$ cat config.mk
export PLATFORM = sky130hd
export DESIGN_NAME = xml_entity_decoder
export DESIGN_NICKNAME = d
export VERILOG_FILES = /design/src/sv/xed_pkg.sv /design/src/sv/xed_ctrl.sv /design/src/sv/xed_dp.sv /design/src/sv/xml_entity_decoder.sv
export SDC_FILE = /design/constraint.sdc
export NUM_CORES = 1
export LEC_CHECK = 0
export BUFFER_PORTS_ARGS = -buffer_cell sky130_fd_sc_hd__buf_2
export CORE_AREA = 2 2 149 151
export CTS_BUF_LIST = sky130_fd_sc_hd__clkbuf_16
export DETAILED_ROUTE_END_ITERATION = 8
export DIE_AREA = 0 0 151 153
export GPL_TIMING_DRIVEN = 0
export PLACE_DENSITY = 0.86
export SLEW_MARGIN = 15
export SYNTH_ARGS = -nofsm -noshare
export SYNTH_HDL_FRONTEND = slang
export SYNTH_HIERARCHICAL = 1
export SYNTH_SLANG_ARGS = --single-unit
$ cat constraint.sdc
create_clock -name clk -period 5.5 [get_ports clk]
set_clock_uncertainty 0.1 [all_clocks]
set_input_delay 1.1 -clock clk [delete_from_list [all_inputs] [get_ports clk]]
set_output_delay 1.1 -clock clk [all_outputs]
set_load 0.02 [all_outputs]
$ cat src/sv/xed_pkg.sv
// Shared constants, codes and controller/datapath interface types of the entity decoder.
package xed_pkg;

  localparam int ENTITY_WINDOW = 11;
  localparam int CNT_W = $clog2(ENTITY_WINDOW + 1);
  localparam int IDX_W = $clog2(ENTITY_WINDOW);
  localparam int CP_W = 21;
  localparam int CP_SUM_W = CP_W + 4;
  localparam logic [CP_W-1:0] CP_MAX = 21'h10FFFF;
  localparam logic [CP_W-1:0] CP_SAT = 21'h110000;

  localparam logic [7:0] CH_AMP = 8'h26;
  localparam logic [7:0] CH_SEMI = 8'h3B;
  localparam logic [7:0] CH_HASH = 8'h23;
  localparam logic [7:0] CH_LX = 8'h78;
  localparam logic [7:0] CH_UX = 8'h58;
  localparam logic [7:0] CH_LT = 8'h3C;
  localparam logic [7:0] CH_GT = 8'h3E;
  localparam logic [7:0] CH_QUOT = 8'h22;
  localparam logic [7:0] CH_APOS = 8'h27;
  localparam logic [7:0] CH_SPACE = 8'h20;

  typedef enum logic [3:0] {
    ST_IDLE,
    ST_DECIDE,
    ST_FLUSH_AMP,
    ST_FLUSH_HELD,
    ST_PARSE,
    ST_NUM_CHK,
    ST_UTF,
    ST_RAW_AMP,
    ST_RAW_HELD,
    ST_RAW_SEMI
  } state_t;

  typedef enum logic [2:0] {
    EM_BYTE,
    EM_AMP,
    EM_SEMI,
    EM_HEAD,
    EM_NAME,
    EM_UTF
  } emit_sel_t;

  typedef struct packed {
    logic      take;
    logic      set_ent;
    logic      clr_ent;
    logic      append;
    logic      shift1;
    logic      shift2;
    logic      parse_init;
    logic      parse_step;
    logic      utf_init;
    logic      utf_step;
    logic      emit;
    logic      emit_last;
    emit_sel_t sel;
  } xed_cmd_t;

  typedef struct packed {
    logic in_ent;
    logic byte_amp;
    logic byte_semi;
    logic end_flag;
    logic name_hit;
    logic num_start;
    logic cnt_zero;
    logic cnt_one;
    logic full_next;
    logic head_amp;
    logic next_amp;
    logic digit_ok;
    logic parse_last;
    logic cp_ok;
    logic utf_last;
    logic out_free;
  } xed_stat_t;

endpackage

$ cat src/sv/xed_ctrl.sv
// Controller state machine of the entity decoder: sequences accept, resolve, flush and emit.
module xed_ctrl (
  input  logic              clk,
  input  logic              rst_n,
  input  logic              in_tvalid,
  output logic              in_tready,
  input  xed_pkg::xed_stat_t st,
  output xed_pkg::xed_cmd_t  cmd
);

  xed_pkg::state_t state_r;
  xed_pkg::state_t state_nxt;

  always_ff @(posedge clk) begin
    if (!rst_n) begin
      state_r <= xed_pkg::ST_IDLE;
    end else begin
      state_r <= state_nxt;
    end
  end

  always_comb begin
    state_nxt = state_r;
    cmd = '0;
    cmd.sel = xed_pkg::EM_BYTE;
    in_tready = 1'b0;
    case (state_r)
      xed_pkg::ST_IDLE: begin
        in_tready = 1'b1;
        if (in_tvalid) begin
          cmd.take = 1'b1;
          state_nxt = xed_pkg::ST_DECIDE;
        end
      end
      xed_pkg::ST_DECIDE: begin
        if (!st.in_ent) begin
          if (!st.byte_amp) begin
            if (st.out_free) begin
              cmd.emit = 1'b1;
              cmd.emit_last = 1'b1;
              cmd.sel = xed_pkg::EM_BYTE;
              state_nxt = xed_pkg::ST_IDLE;
            end
          end else if (st.end_flag) begin
            if (st.out_free) begin
              cmd.emit = 1'b1;
              cmd.emit_last = 1'b1;
              cmd.sel = xed_pkg::EM_AMP;
              state_nxt = xed_pkg::ST_IDLE;
            end
          end else begin
            cmd.set_ent = 1'b1;
            state_nxt = xed_pkg::ST_IDLE;
          end
        end else if (st.byte_semi) begin
          if (st.name_hit) begin
            if (st.out_free) begin
              cmd.emit = 1'b1;
              cmd.emit_last = 1'b1;
              cmd.sel = xed_pkg::EM_NAME;
              cmd.clr_ent = 1'b1;
              state_nxt = xed_pkg::ST_IDLE;
            end
          end else if (st.num_start) begin
            cmd.parse_init = 1'b1;
            state_nxt = xed_pkg::ST_PARSE;
          end else begin
            state_nxt = xed_pkg::ST_RAW_AMP;
          end
        end else begin
          cmd.append = 1'b1;
          if (st.full_next || st.end_flag) begin
            state_nxt = xed_pkg::ST_FLUSH_AMP;
          end else begin
            state_nxt = xed_pkg::ST_IDLE;
          end
        end
      end
      xed_pkg::ST_FLUSH_AMP: begin
        if (st.out_free) begin
          cmd.emit = 1'b1;
          cmd.sel = xed_pkg::EM_AMP;
          if (st.cnt_zero) begin
            cmd.emit_last = 1'b1;
            cmd.clr_ent = 1'b1;
            state_nxt = xed_pkg::ST_IDLE;
          end else if (!st.end_flag && st.head_amp) begin
            cmd.emit_last = 1'b1;
            cmd.shift1 = 1'b1;
            state_nxt = xed_pkg::ST_IDLE;
          end else begin
            state_nxt = xed_pkg::ST_FLUSH_HELD;
          end
        end
      end
      xed_pkg::ST_FLUSH_HELD: begin
        if (st.out_free) begin
          cmd.emit = 1'b1;
          cmd.sel = xed_pkg::EM_HEAD;
          if (st.cnt_one) begin
            cmd.emit_last = 1'b1;
            cmd.clr_ent = 1'b1;
            state_nxt = xed_pkg::ST_IDLE;
          end else if (!st.end_flag && st.next_amp) begin
            cmd.emit_last = 1'b1;
            cmd.shift2 = 1'b1;
            state_nxt = xed_pkg::ST_IDLE;
          end else begin
            cmd.shift1 = 1'b1;
          end
        end
      end
      xed_pkg::ST_PARSE: begin
        if (!st.digit_ok) begin
          state_nxt = xed_pkg::ST_RAW_AMP;
        end else begin
          cmd.parse_step = 1'b1;
          if (st.parse_last) begin
            state_nxt = xed_pkg::ST_NUM_CHK;
          end
        end
      end
      xed_pkg::ST_NUM_CHK: begin
        if (st.cp_ok) begin
          cmd.utf_init = 1'b1;
          state_nxt = xed_pkg::ST_UTF;
        end else begin
          state_nxt = xed_pkg::ST_RAW_AMP;
        end
      end
      xed_pkg::ST_UTF: begin
        if (st.out_free) begin
          cmd.emit = 1'b1;
          cmd.sel = xed_pkg::EM_UTF;
          cmd.utf_step = 1'b1;
          if (st.utf_last) begin
            cmd.emit_last = 1'b1;
            cmd.clr_ent = 1'b1;
            state_nxt = xed_pkg::ST_IDLE;
          end
        end
      end
      xed_pkg::ST_RAW_AMP: begin
        if (st.out_free) begin
          cmd.emit = 1'b1;
          cmd.sel = xed_pkg::EM_AMP;
          state_nxt = st.cnt_zero ? xed_pkg::ST_RAW_SEMI : xed_pkg::ST_RAW_HELD;
        end
      end
      xed_pkg::ST_RAW_HELD: begin
        if (st.out_free) begin
          cmd.emit = 1'b1;
          cmd.sel = xed_pkg::EM_HEAD;
          cmd.shift1 = 1'b1;
          if (st.cnt_one) begin
            state_nxt = xed_pkg::ST_RAW_SEMI;
          end
        end
      end
      xed_pkg::ST_RAW_SEMI: begin
        if (st.out_free) begin
          cmd.emit = 1'b1;
          cmd.emit_last = 1'b1;
          cmd.sel = xed_pkg::EM_SEMI;
          cmd.clr_ent = 1'b1;
          state_nxt = xed_pkg::ST_IDLE;
        end
      end
      default: begin
        state_nxt = xed_pkg::ST_IDLE;
      end
    endcase
  end

endmodule

$ cat src/sv/xed_dp.sv
// Datapath of the entity decoder: held bytes, number parser, UTF-8 encoder and output register.
module xed_dp (
  input  logic               clk,
  input  logic               rst_n,
  input  logic [7:0]         in_tdata,
  input  logic               in_tlast,
  output logic               out_tvalid,
  input  logic               out_tready,
  output logic [7:0]         out_tdata,
  output logic               out_tlast,
  output logic               out_tuser,
  input  xed_pkg::xed_cmd_t  cmd,
  output xed_pkg::xed_stat_t st
);

  localparam int W = xed_pkg::ENTITY_WINDOW;
  localparam int CW = xed_pkg::CNT_W;
  localparam int IW = xed_pkg::IDX_W;
  localparam int PW = xed_pkg::CP_W;
  localparam int SW = xed_pkg::CP_SUM_W;

  logic [7:0]    held_r [W];
  logic [CW-1:0] cnt_r;
  logic          in_ent_r;
  logic [7:0]    byte_r;
  logic          end_r;
  logic [IW-1:0] idx_r;
  logic          hex_r;
  logic [PW-1:0] cp_r;
  logic [1:0]    uidx_r;
  logic          out_valid_r;
  logic [7:0]    out_byte_r;
  logic          out_last_r;
  logic          out_user_r;

  logic [7:0]    cur;
  logic          dig_ok;
  logic [3:0]    dig_val;
  logic [SW-1:0] prod;
  logic [SW-1:0] sum;
  logic [PW-1:0] cp_nxt;
  logic [1:0]    ulen;
  logic [7:0]    ubytes [4];
  logic          name_hit;
  logic [7:0]    name_char;
  logic          hex_start;
  logic [7:0]    emit_byte;
  logic          out_free;

  function automatic logic [4:0] digit_of(input logic [7:0] c, input logic hex);
    logic [4:0] r;
    r = '0;
    if (c >= 8'h30 && c <= 8'h39) begin
      r = {1'b1, 4'(c - 8'h30)};
    end else if (hex && c >= 8'h61 && c <= 8'h66) begin
      r = {1'b1, 4'(c - 8'h57)};
    end else if (hex && c >= 8'h41 && c <= 8'h46) begin
      r = {1'b1, 4'(c - 8'h37)};
    end
    return r;
  endfunction

  assign out_free = !out_valid_r || out_tready;
  assign cur = held_r[idx_r];
  assign {dig_ok, dig_val} = digit_of(cur, hex_r);

  always_comb begin
    prod = hex_r ? {cp_r, 4'b0} : ({1'b0, cp_r, 3'b0} + {3'b0, cp_r, 1'b0});
    sum = prod + {{(SW - 4){1'b0}}, dig_val};
    cp_nxt = (sum > SW'(xed_pkg::CP_MAX)) ? xed_pkg::CP_SAT : sum[PW-1:0];
  end

  always_comb begin
    name_hit = 1'b1;
    name_char = xed_pkg::CH_AMP;
    if (cnt_r == CW'(3) && {held_r[0], held_r[1], held_r[2]} == "amp") begin
      name_char = xed_pkg::CH_AMP;
    end else if (cnt_r == CW'(2) && {held_r[0], held_r[1]} == "lt") begin
      name_char = xed_pkg::CH_LT;
    end else if (cnt_r == CW'(2) && {held_r[0], held_r[1]} == "gt") begin
      name_char = xed_pkg::CH_GT;
    end else if (cnt_r == CW'(4) && {held_r[0], held_r[1], held_r[2], held_r[3]} == "quot") begin
      name_char = xed_pkg::CH_QUOT;
    end else if (cnt_r == CW'(4) && {held_r[0], held_r[1], held_r[2], held_r[3]} == "apos") begin
      name_char = xed_pkg::CH_APOS;
    end else if (cnt_r == CW'(4) && {held_r[0], held_r[1], held_r[2], held_r[3]} == "nbsp") begin
      name_char = xed_pkg::CH_SPACE;
    end else begin
      name_hit = 1'b0;
    end
  end

  always_comb begin
    ubytes[0] = {1'b0, cp_r[6:0]};
    ubytes[1] = 8'h00;
    ubytes[2] = 8'h00;
    ubytes[3] = 8'h00;
    if (cp_r < PW'(12'h800) && cp_r >= PW'(8'h80)) begin
      ulen = 2'd1;
      ubytes[0] = {3'b110, cp_r[10:6]};
      ubytes[1] = {2'b10, cp_r[5:0]};
    end else if (cp_r < PW'(20'h10000) && cp_r >= PW'(12'h800)) begin
      ulen = 2'd2;
      ubytes[0] = {4'b1110, cp_r[15:12]};
      ubytes[1] = {2'b10, cp_r[11:6]};
      ubytes[2] = {2'b10, cp_r[5:0]};
    end else if (cp_r >= PW'(20'h10000)) begin
      ulen = 2'd3;
      ubytes[0] = {5'b11110, cp_r[20:18]};
      ubytes[1] = {2'b10, cp_r[17:12]};
      ubytes[2] = {2'b10, cp_r[11:6]};
      ubytes[3] = {2'b10, cp_r[5:0]};
    end else begin
      ulen = 2'd0;
    end
  end

  always_comb begin
    case (cmd.sel)
      xed_pkg::EM_BYTE: emit_byte = byte_r;
      xed_pkg::EM_AMP:  emit_byte = xed_pkg::CH_AMP;
      xed_pkg::EM_SEMI: emit_byte = xed_pkg::CH_SEMI;
      xed_pkg::EM_HEAD: emit_byte = held_r[0];
      xed_pkg::EM_NAME: emit_byte = name_char;
      xed_pkg::EM_UTF:  emit_byte = ubytes[uidx_r];
      default:          emit_byte = byte_r;
    endcase
  end

  assign hex_start = cnt_r > CW'(2) &&
                     (held_r[1] == xed_pkg::CH_LX || held_r[1] == xed_pkg::CH_UX);

  always_comb begin
    st.in_ent = in_ent_r;
    st.byte_amp = byte_r == xed_pkg::CH_AMP;
    st.byte_semi = byte_r == xed_pkg::CH_SEMI;
    st.end_flag = end_r;
    st.name_hit = name_hit;
    st.num_start = cnt_r >= CW'(2) && held_r[0] == xed_pkg::CH_HASH;
    st.cnt_zero = cnt_r == '0;
    st.cnt_one = cnt_r == CW'(1);
    st.full_next = cnt_r == CW'(W - 1);
    st.head_amp = held_r[0] == xed_pkg::CH_AMP;
    st.next_amp = held_r[1] == xed_pkg::CH_AMP;
    st.digit_ok = dig_ok;
    st.parse_last = (CW'(idx_r) + CW'(1)) == cnt_r;
    st.cp_ok = cp_r != '0 && cp_r <= xed_pkg::CP_MAX;
    st.utf_last = uidx_r == ulen;
    st.out_free = out_free;
  end

  always_ff @(posedge clk) begin
    if (!rst_n) begin
      in_ent_r <= 1'b0;
      cnt_r <= '0;
    end else begin
      if (cmd.clr_ent) begin
        in_ent_r <= 1'b0;
        cnt_r <= '0;
      end else if (cmd.set_ent) begin
        in_ent_r <= 1'b1;
        cnt_r <= '0;
      end else if (cmd.append) begin
        cnt_r <= cnt_r + CW'(1);
      end else if (cmd.shift2) begin
        cnt_r <= cnt_r - CW'(2);
      end else if (cmd.shift1) begin
        cnt_r <= cnt_r - CW'(1);
      end
    end
  end

  always_ff @(posedge clk) begin
    if (cmd.append) begin
      held_r[cnt_r[IW-1:0]] <= byte_r;
    end else if (cmd.shift2) begin
      for (int i = 0; i < W - 2; i++) begin
        held_r[i] <= held_r[i+2];
      end
    end else if (cmd.shift1) begin
      for (int i = 0; i < W - 1; i++) begin
        held_r[i] <= held_r[i+1];
      end
    end
  end

  always_ff @(posedge clk) begin
    if (cmd.take) begin
      byte_r <= in_tdata;
      end_r <= in_tlast;
    end
    if (cmd.parse_init) begin
      hex_r <= hex_start;
      idx_r <= hex_start ? IW'(2) : IW'(1);
      cp_r <= '0;
    end else if (cmd.parse_step) begin
      cp_r <= cp_nxt;
      idx_r <= idx_r + IW'(1);
    end
    if (cmd.utf_init) begin
      uidx_r <= 2'd0;
    end else if (cmd.utf_step) begin
      uidx_r <= uidx_r + 2'd1;
    end
  end

  always_ff @(posedge clk) begin
    if (!rst_n) begin
      out_valid_r <= 1'b0;
    end else if (cmd.emit) begin
      out_valid_r <= 1'b1;
    end else if (out_tready) begin
      out_valid_r <= 1'b0;
    end
  end

  always_ff @(posedge clk) begin
    if (cmd.emit) begin
      out_byte_r <= emit_byte;
      out_last_r <= cmd.emit_last;
      out_user_r <= cmd.emit_last & end_r;
    end
  end

  assign out_tvalid = out_valid_r;
  assign out_tdata = out_byte_r;
  assign out_tlast = out_last_r;
  assign out_tuser = out_user_r;

  a_cnt_bound: assert property (@(posedge clk) disable iff (!rst_n)
    cnt_r <= CW'(W))
    else $error("held count beyond window");

  a_empty_outside: assert property (@(posedge clk) disable iff (!rst_n)
    !in_ent_r |-> cnt_r == '0)
    else $error("bytes held outside an entity");

  a_emit_free: assert property (@(posedge clk) disable iff (!rst_n)
    cmd.emit |-> out_free)
    else $error("result overwritten before transfer");

  a_done_last: assert property (@(posedge clk) disable iff (!rst_n)
    out_valid_r && out_user_r |-> out_last_r)
    else $error("text end flag on a non-final result");

endmodule

$ cat src/sv/xml_entity_decoder.sv
// Top level of the XML character entity decoder (byte stream in, UTF-8 byte stream out).
//
//  channel | dir | tdata                | tlast               | tuser
//  in_     | in  | [7:0] text_byte      | text_end            | -
//  out_    | out | [7:0] out_byte       | run_last            | text_done
//
// A plain byte is accepted, then loaded into the result register once that is free.
// A named entity resolves on ';' in the decide state; a numeric one parses its digits,
// then passes a range check and emits its UTF-8 bytes. Unknown entities, full windows
// and end-of-text flushes send one byte per cycle while the output register is free.
// Reset leaves the block idle outside any entity; held bytes need no clearing.
// Every result waits for a free output register; the next transaction is
// accepted while the last result is still waiting.
module xml_entity_decoder (
  input  logic       clk,
  input  logic       rst_n,
  input  logic       in_tvalid,
  output logic       in_tready,
  input  logic [7:0] in_tdata,   // [7:0] text_byte
  input  logic       in_tlast,
  output logic       out_tvalid,
  input  logic       out_tready,
  output logic [7:0] out_tdata,  // [7:0] out_byte
  output logic       out_tlast,
  output logic       out_tuser   // [0] text_done
);

  xed_pkg::xed_cmd_t  cmd;
  xed_pkg::xed_stat_t st;

  xed_ctrl u_ctrl (
    .clk       (clk),
    .rst_n     (rst_n),
    .in_tvalid (in_tvalid),
    .in_tready (in_tready),
    .st        (st),
    .cmd       (cmd)
  );

  xed_dp u_dp (
    .clk        (clk),
    .rst_n      (rst_n),
    .in_tdata   (in_tdata),
    .in_tlast   (in_tlast),
    .out_tvalid (out_tvalid),
    .out_tready (out_tready),
    .out_tdata  (out_tdata),
    .out_tlast  (out_tlast),
    .out_tuser  (out_tuser),
    .cmd        (cmd),
    .st         (st)
  );

endmodule

==> impl_metrics.yaml <==
synth:
  synth.largest_area_cell: "edfxtp_1"
  netlist_instances: 1218
  synth.ff_latch_count: 185
  synthXorXnorAreaFrac_pct: 2.86
  synth_top_family_by_area: "compound AO/OA/AOI/OAI gates"
  muxShareOfSynthArea_pct: 9.58
  synth-seq-area-share_pct: 42.7
  synth_edf_count: 152
  ys.flop_type: "edfxtp_1"
  synth_compound_area_share_pct: 20.6
  synth-simple-area-share_pct: 16.4
  synth_fa_ha_area_share_pct: 3.70
  synthTopCellsByArea: "edfxtp_1 (37%), mux4_2 (7.4%), dfxtp_1 (5.4%)"
  yosysTopAreaCellShare_pct: 37.3
  syn_nets: 1266
  yosysWarnings: 6
  synthesis.area_mm2: 0.0122
  synth_cell_types: 93
  syn_area_per_cell_um2: 10.1
  async_flop_share_pct: 0
timing:
  hold_viol: 0
  clock.fmax_mhz: 177
  fin_crit_ns: 5.64
  setup_ws_ns: -0.139
  whs_ns: 0.402
  worst_slew_pin_slew_ns: 1.05
  grt_setup_unrepaired: "yes"
  setup_viol: 15
  fin_crit_sh_pct: 103
  slew_headroom_pct: 29.3
  slew_violations: 0
placed_design:
  hpwlAfterDp_um: 25600
  port-buffer-count: 24
  pre_cts_ws_ns: -1.09
  place_inst: 1525
  gp_congestion: 0.961
outcome:
  outcome: "complete, but fails checks"
  violations: "negative setup slack"
cells_and_area:
  utilization_pct: 65.2
  area.growth.synth_to_final_pct: 14.3
  drive_gt1_share_pct: 17.8
  nets: 1346
  diodes: 0
  fin_cells: 1591
die:
  die_h_um: 153
  chipWidth_um: 151
  dieArea_mm2: 0.0231
  initial_core_util_pct: 57.0
  io_pins: 25
  row_count: 54
  placeableCoreArea_mm2: 0.0215
power:
  p_clk_share_pct: 44.8
  power.leakage_nw: 4.78
  power_density_mw_per_mm2: 210
  vdd_drop_max_v: 0.000314
  power_frac_comb_pct: 2.8
  switching_share_pct: 24.2
  power.switching_mw: 0.712
  power_mw: 2.94
  pwr-share-seq_pct: 52.3
  p_int_mw: 2.23
grt:
  grt_pass1_wl_um: 57400
  grt_pass1_vias: 10500
  antenna_found_initial: 0
  overflow: 0
  grt.total_usage_pct: 32.0
  grt_max_degree: 23
worst_hold_path:
  hp-class: "register to register"
  hp-start: "u_dp/in_ent_r"
  min_to: "u_dp/in_ent_r"
  hold_depth: 2
routing:
  totalWireLength_um: 36800
  dr.pass1.iters: 6
  via_count: 11100
  via_per_inst: 6.97
  wl_per_cell_um: 23.1
  drt_iter0_drc: 1354
  drcViolationCount: 0
  ant_nets: 0
clock_tree:
  cts_tree: "done"
  cts_sinks: 185
  clk_pin_slew_ns: 0.08
  hold_buffers: 0
  numCtsBuffers: 17
  root_buffer: "clkbuf_16"
  clkLatencyLatePin_ns: 0.44
  clk_path_buf_depth: 2
  htreeDepth: 4
setup_path:
  cp_data_arrival_time_ns: 5.86
  start_kind: "register"
  reg2reg_slack_ns: -0.14
  r2r_cells: 28
  r2r-start: "u_dp/idx_r[1]"
  critPathMaxFanout: 10
  slowest_stage: "mux4_2"
  required_ns: 5.73
  max_stage_delay_ns: 0.56
  criticalPathCategory: "register to register"
  cp-end-kind: "register"
  r2r-end: "u_dp/cp_r[8]"
run:
  cap_viol_max_count: 0
==> sequential cells by signal (all words and copies together) (netlist names), 2 cells and up <==
register and flops:
u_dp/held_r 128, u_dp/cnt_r 4, u_dp/idx_r 4, u_dp/cp_r 21, u_dp/out_tdata 8, u_dp/uidx_r 2
u_dp/byte_r 8, u_ctrl/state_r 4
==> Yosys cell counts, drive strengths merged (28+ instances only) <==
cell type  count
edfxtp       152
o21ai        142
nand2         95
nor2          95
a22oi         73
a21oi         62
clkbuf        51
nor3          44
mux4          40
buf           36
inv           34
dfxtp         33
ha            33
nand3         29
xnor2         28
==> routing by layer <==
layer	track usage (%)	routed length, µm	vias to the layer above	share of wire [%]
met5	0	0	-	0
met4	14.1	1770	0	4.8
met3	6.66	3930	161	11
met2	52.5	17900	850	49
met1	40.9	13200	5214	36
li1	-	-	4863	-
==> cells by family (layout without fill, tap and decap cells) <==
| logic type | Yosys count | after routing |
|---|---|---|
| flops | 185 | 185 |
| buf+inv | 122 | 215 |
| fa+ha+maj | 35 | 35 |
| simple gates | 387 | 387 |
| xor+xnor | 40 | 40 |
| mux | 66 | 66 |
| compound gates | 383 | 383 |
==> power groups by stage <==
stage | clock (mW) | combinational [mW] | sequential, mW
2_1_floorplan | 0 | 0.0465 | 1.57
3_5_place_dp | 0 | 0.0802 | 1.57
4_1_cts | 1.32 | 0.0811 | 1.54
5_1_grt | 1.37 | 0.0905 | 1.54
3_3_place_gp | 0 | 0.0763 | 1.57
6_report | 1.32 | 0.0831 | 1.54
==> what timing repair did <==
item	CTS	global route
resized for setup	49	18
hold endpoints to repair	0	0
setup endpoints to repair	21	21
setup buffers	26	8
pin swaps	11	6
cloned	2	0
==> worst max-delay path by stage <==
stage	from	end	slack, ns	depth (start not counted)
after floorplan	u_dp/idx_r[1]	u_dp/cp_r[6]	0.009	25
after global placement	u_dp/idx_r[1]	u_dp/cp_r[7]	-0.89	22
after detailed placement	u_dp/idx_r[1]	u_dp/cp_r[4]	-1.09	22
after CTS	u_dp/idx_r[0]	u_dp/cp_r[8]	-0.08	24
after global routing	u_dp/idx_r[0]	u_dp/cp_r[5]	-0.36	26
final	u_dp/idx_r[1]	u_dp/cp_r[8]	-0.14	28
==> worst max-delay path, delay by kind of cell, from the launching register on <==
| family | cells | cell delay [ns] |
|---|---|---|
| compound gates | 5 | 0.60 |
| simple gates | 9 | 1.34 |
| flops | 1 | 0.42 |
| mux | 3 | 1.19 |
| fa+ha+maj | 2 | 0.54 |
| buf+inv | 8 | 1.19 |
| xor+xnor | 1 | 0.14 |
==> cell usage in the layout (no fill, tap or decap), types with 10 or more instances in the layout <==
master,instances
nand2_1,93
dfxtp_1,33
edfxtp_1,152
a21oi_1,61
mux4_2,40
nor2b_1,17
nand3_1,29
inv_1,30
mux2i_1,14
nor3_1,38
nand4_1,10
o22ai_1,13
o21ai_1,19
mux2_2,10
clkbuf_16,17
nor2_1,94
xnor2_1,25
o21ai_0,113
ha_1,30
nor4_1,10
a22oi_1,72
buf_1,12
xor2_1,12
buf_2,34
a31oi_1,10
buf_4,35
clkbuf_1,50
o21ai_2,10
nand2b_1,19
==> layout make-up <==
class	instances	area, µm²
tap	280	350
clock buffer	17	425
inverter	35	134
timing repair buffer	62	477
multi-input combinational	911	6690
sequential	185	5230
clock inverter	15	233
fill	1576	7480
buffer	86	470
==> per-stage QoR <==
step	TNS, ns	area, µm²
finish	-1.06	14000
global route	-5.16	14000
CTS	-0.612	13900
detailed placement	-20.11	12800
global placement	-16.14	12700
floorplan	0	12300
Note: power is estimated with default switching activity, not from simulation.
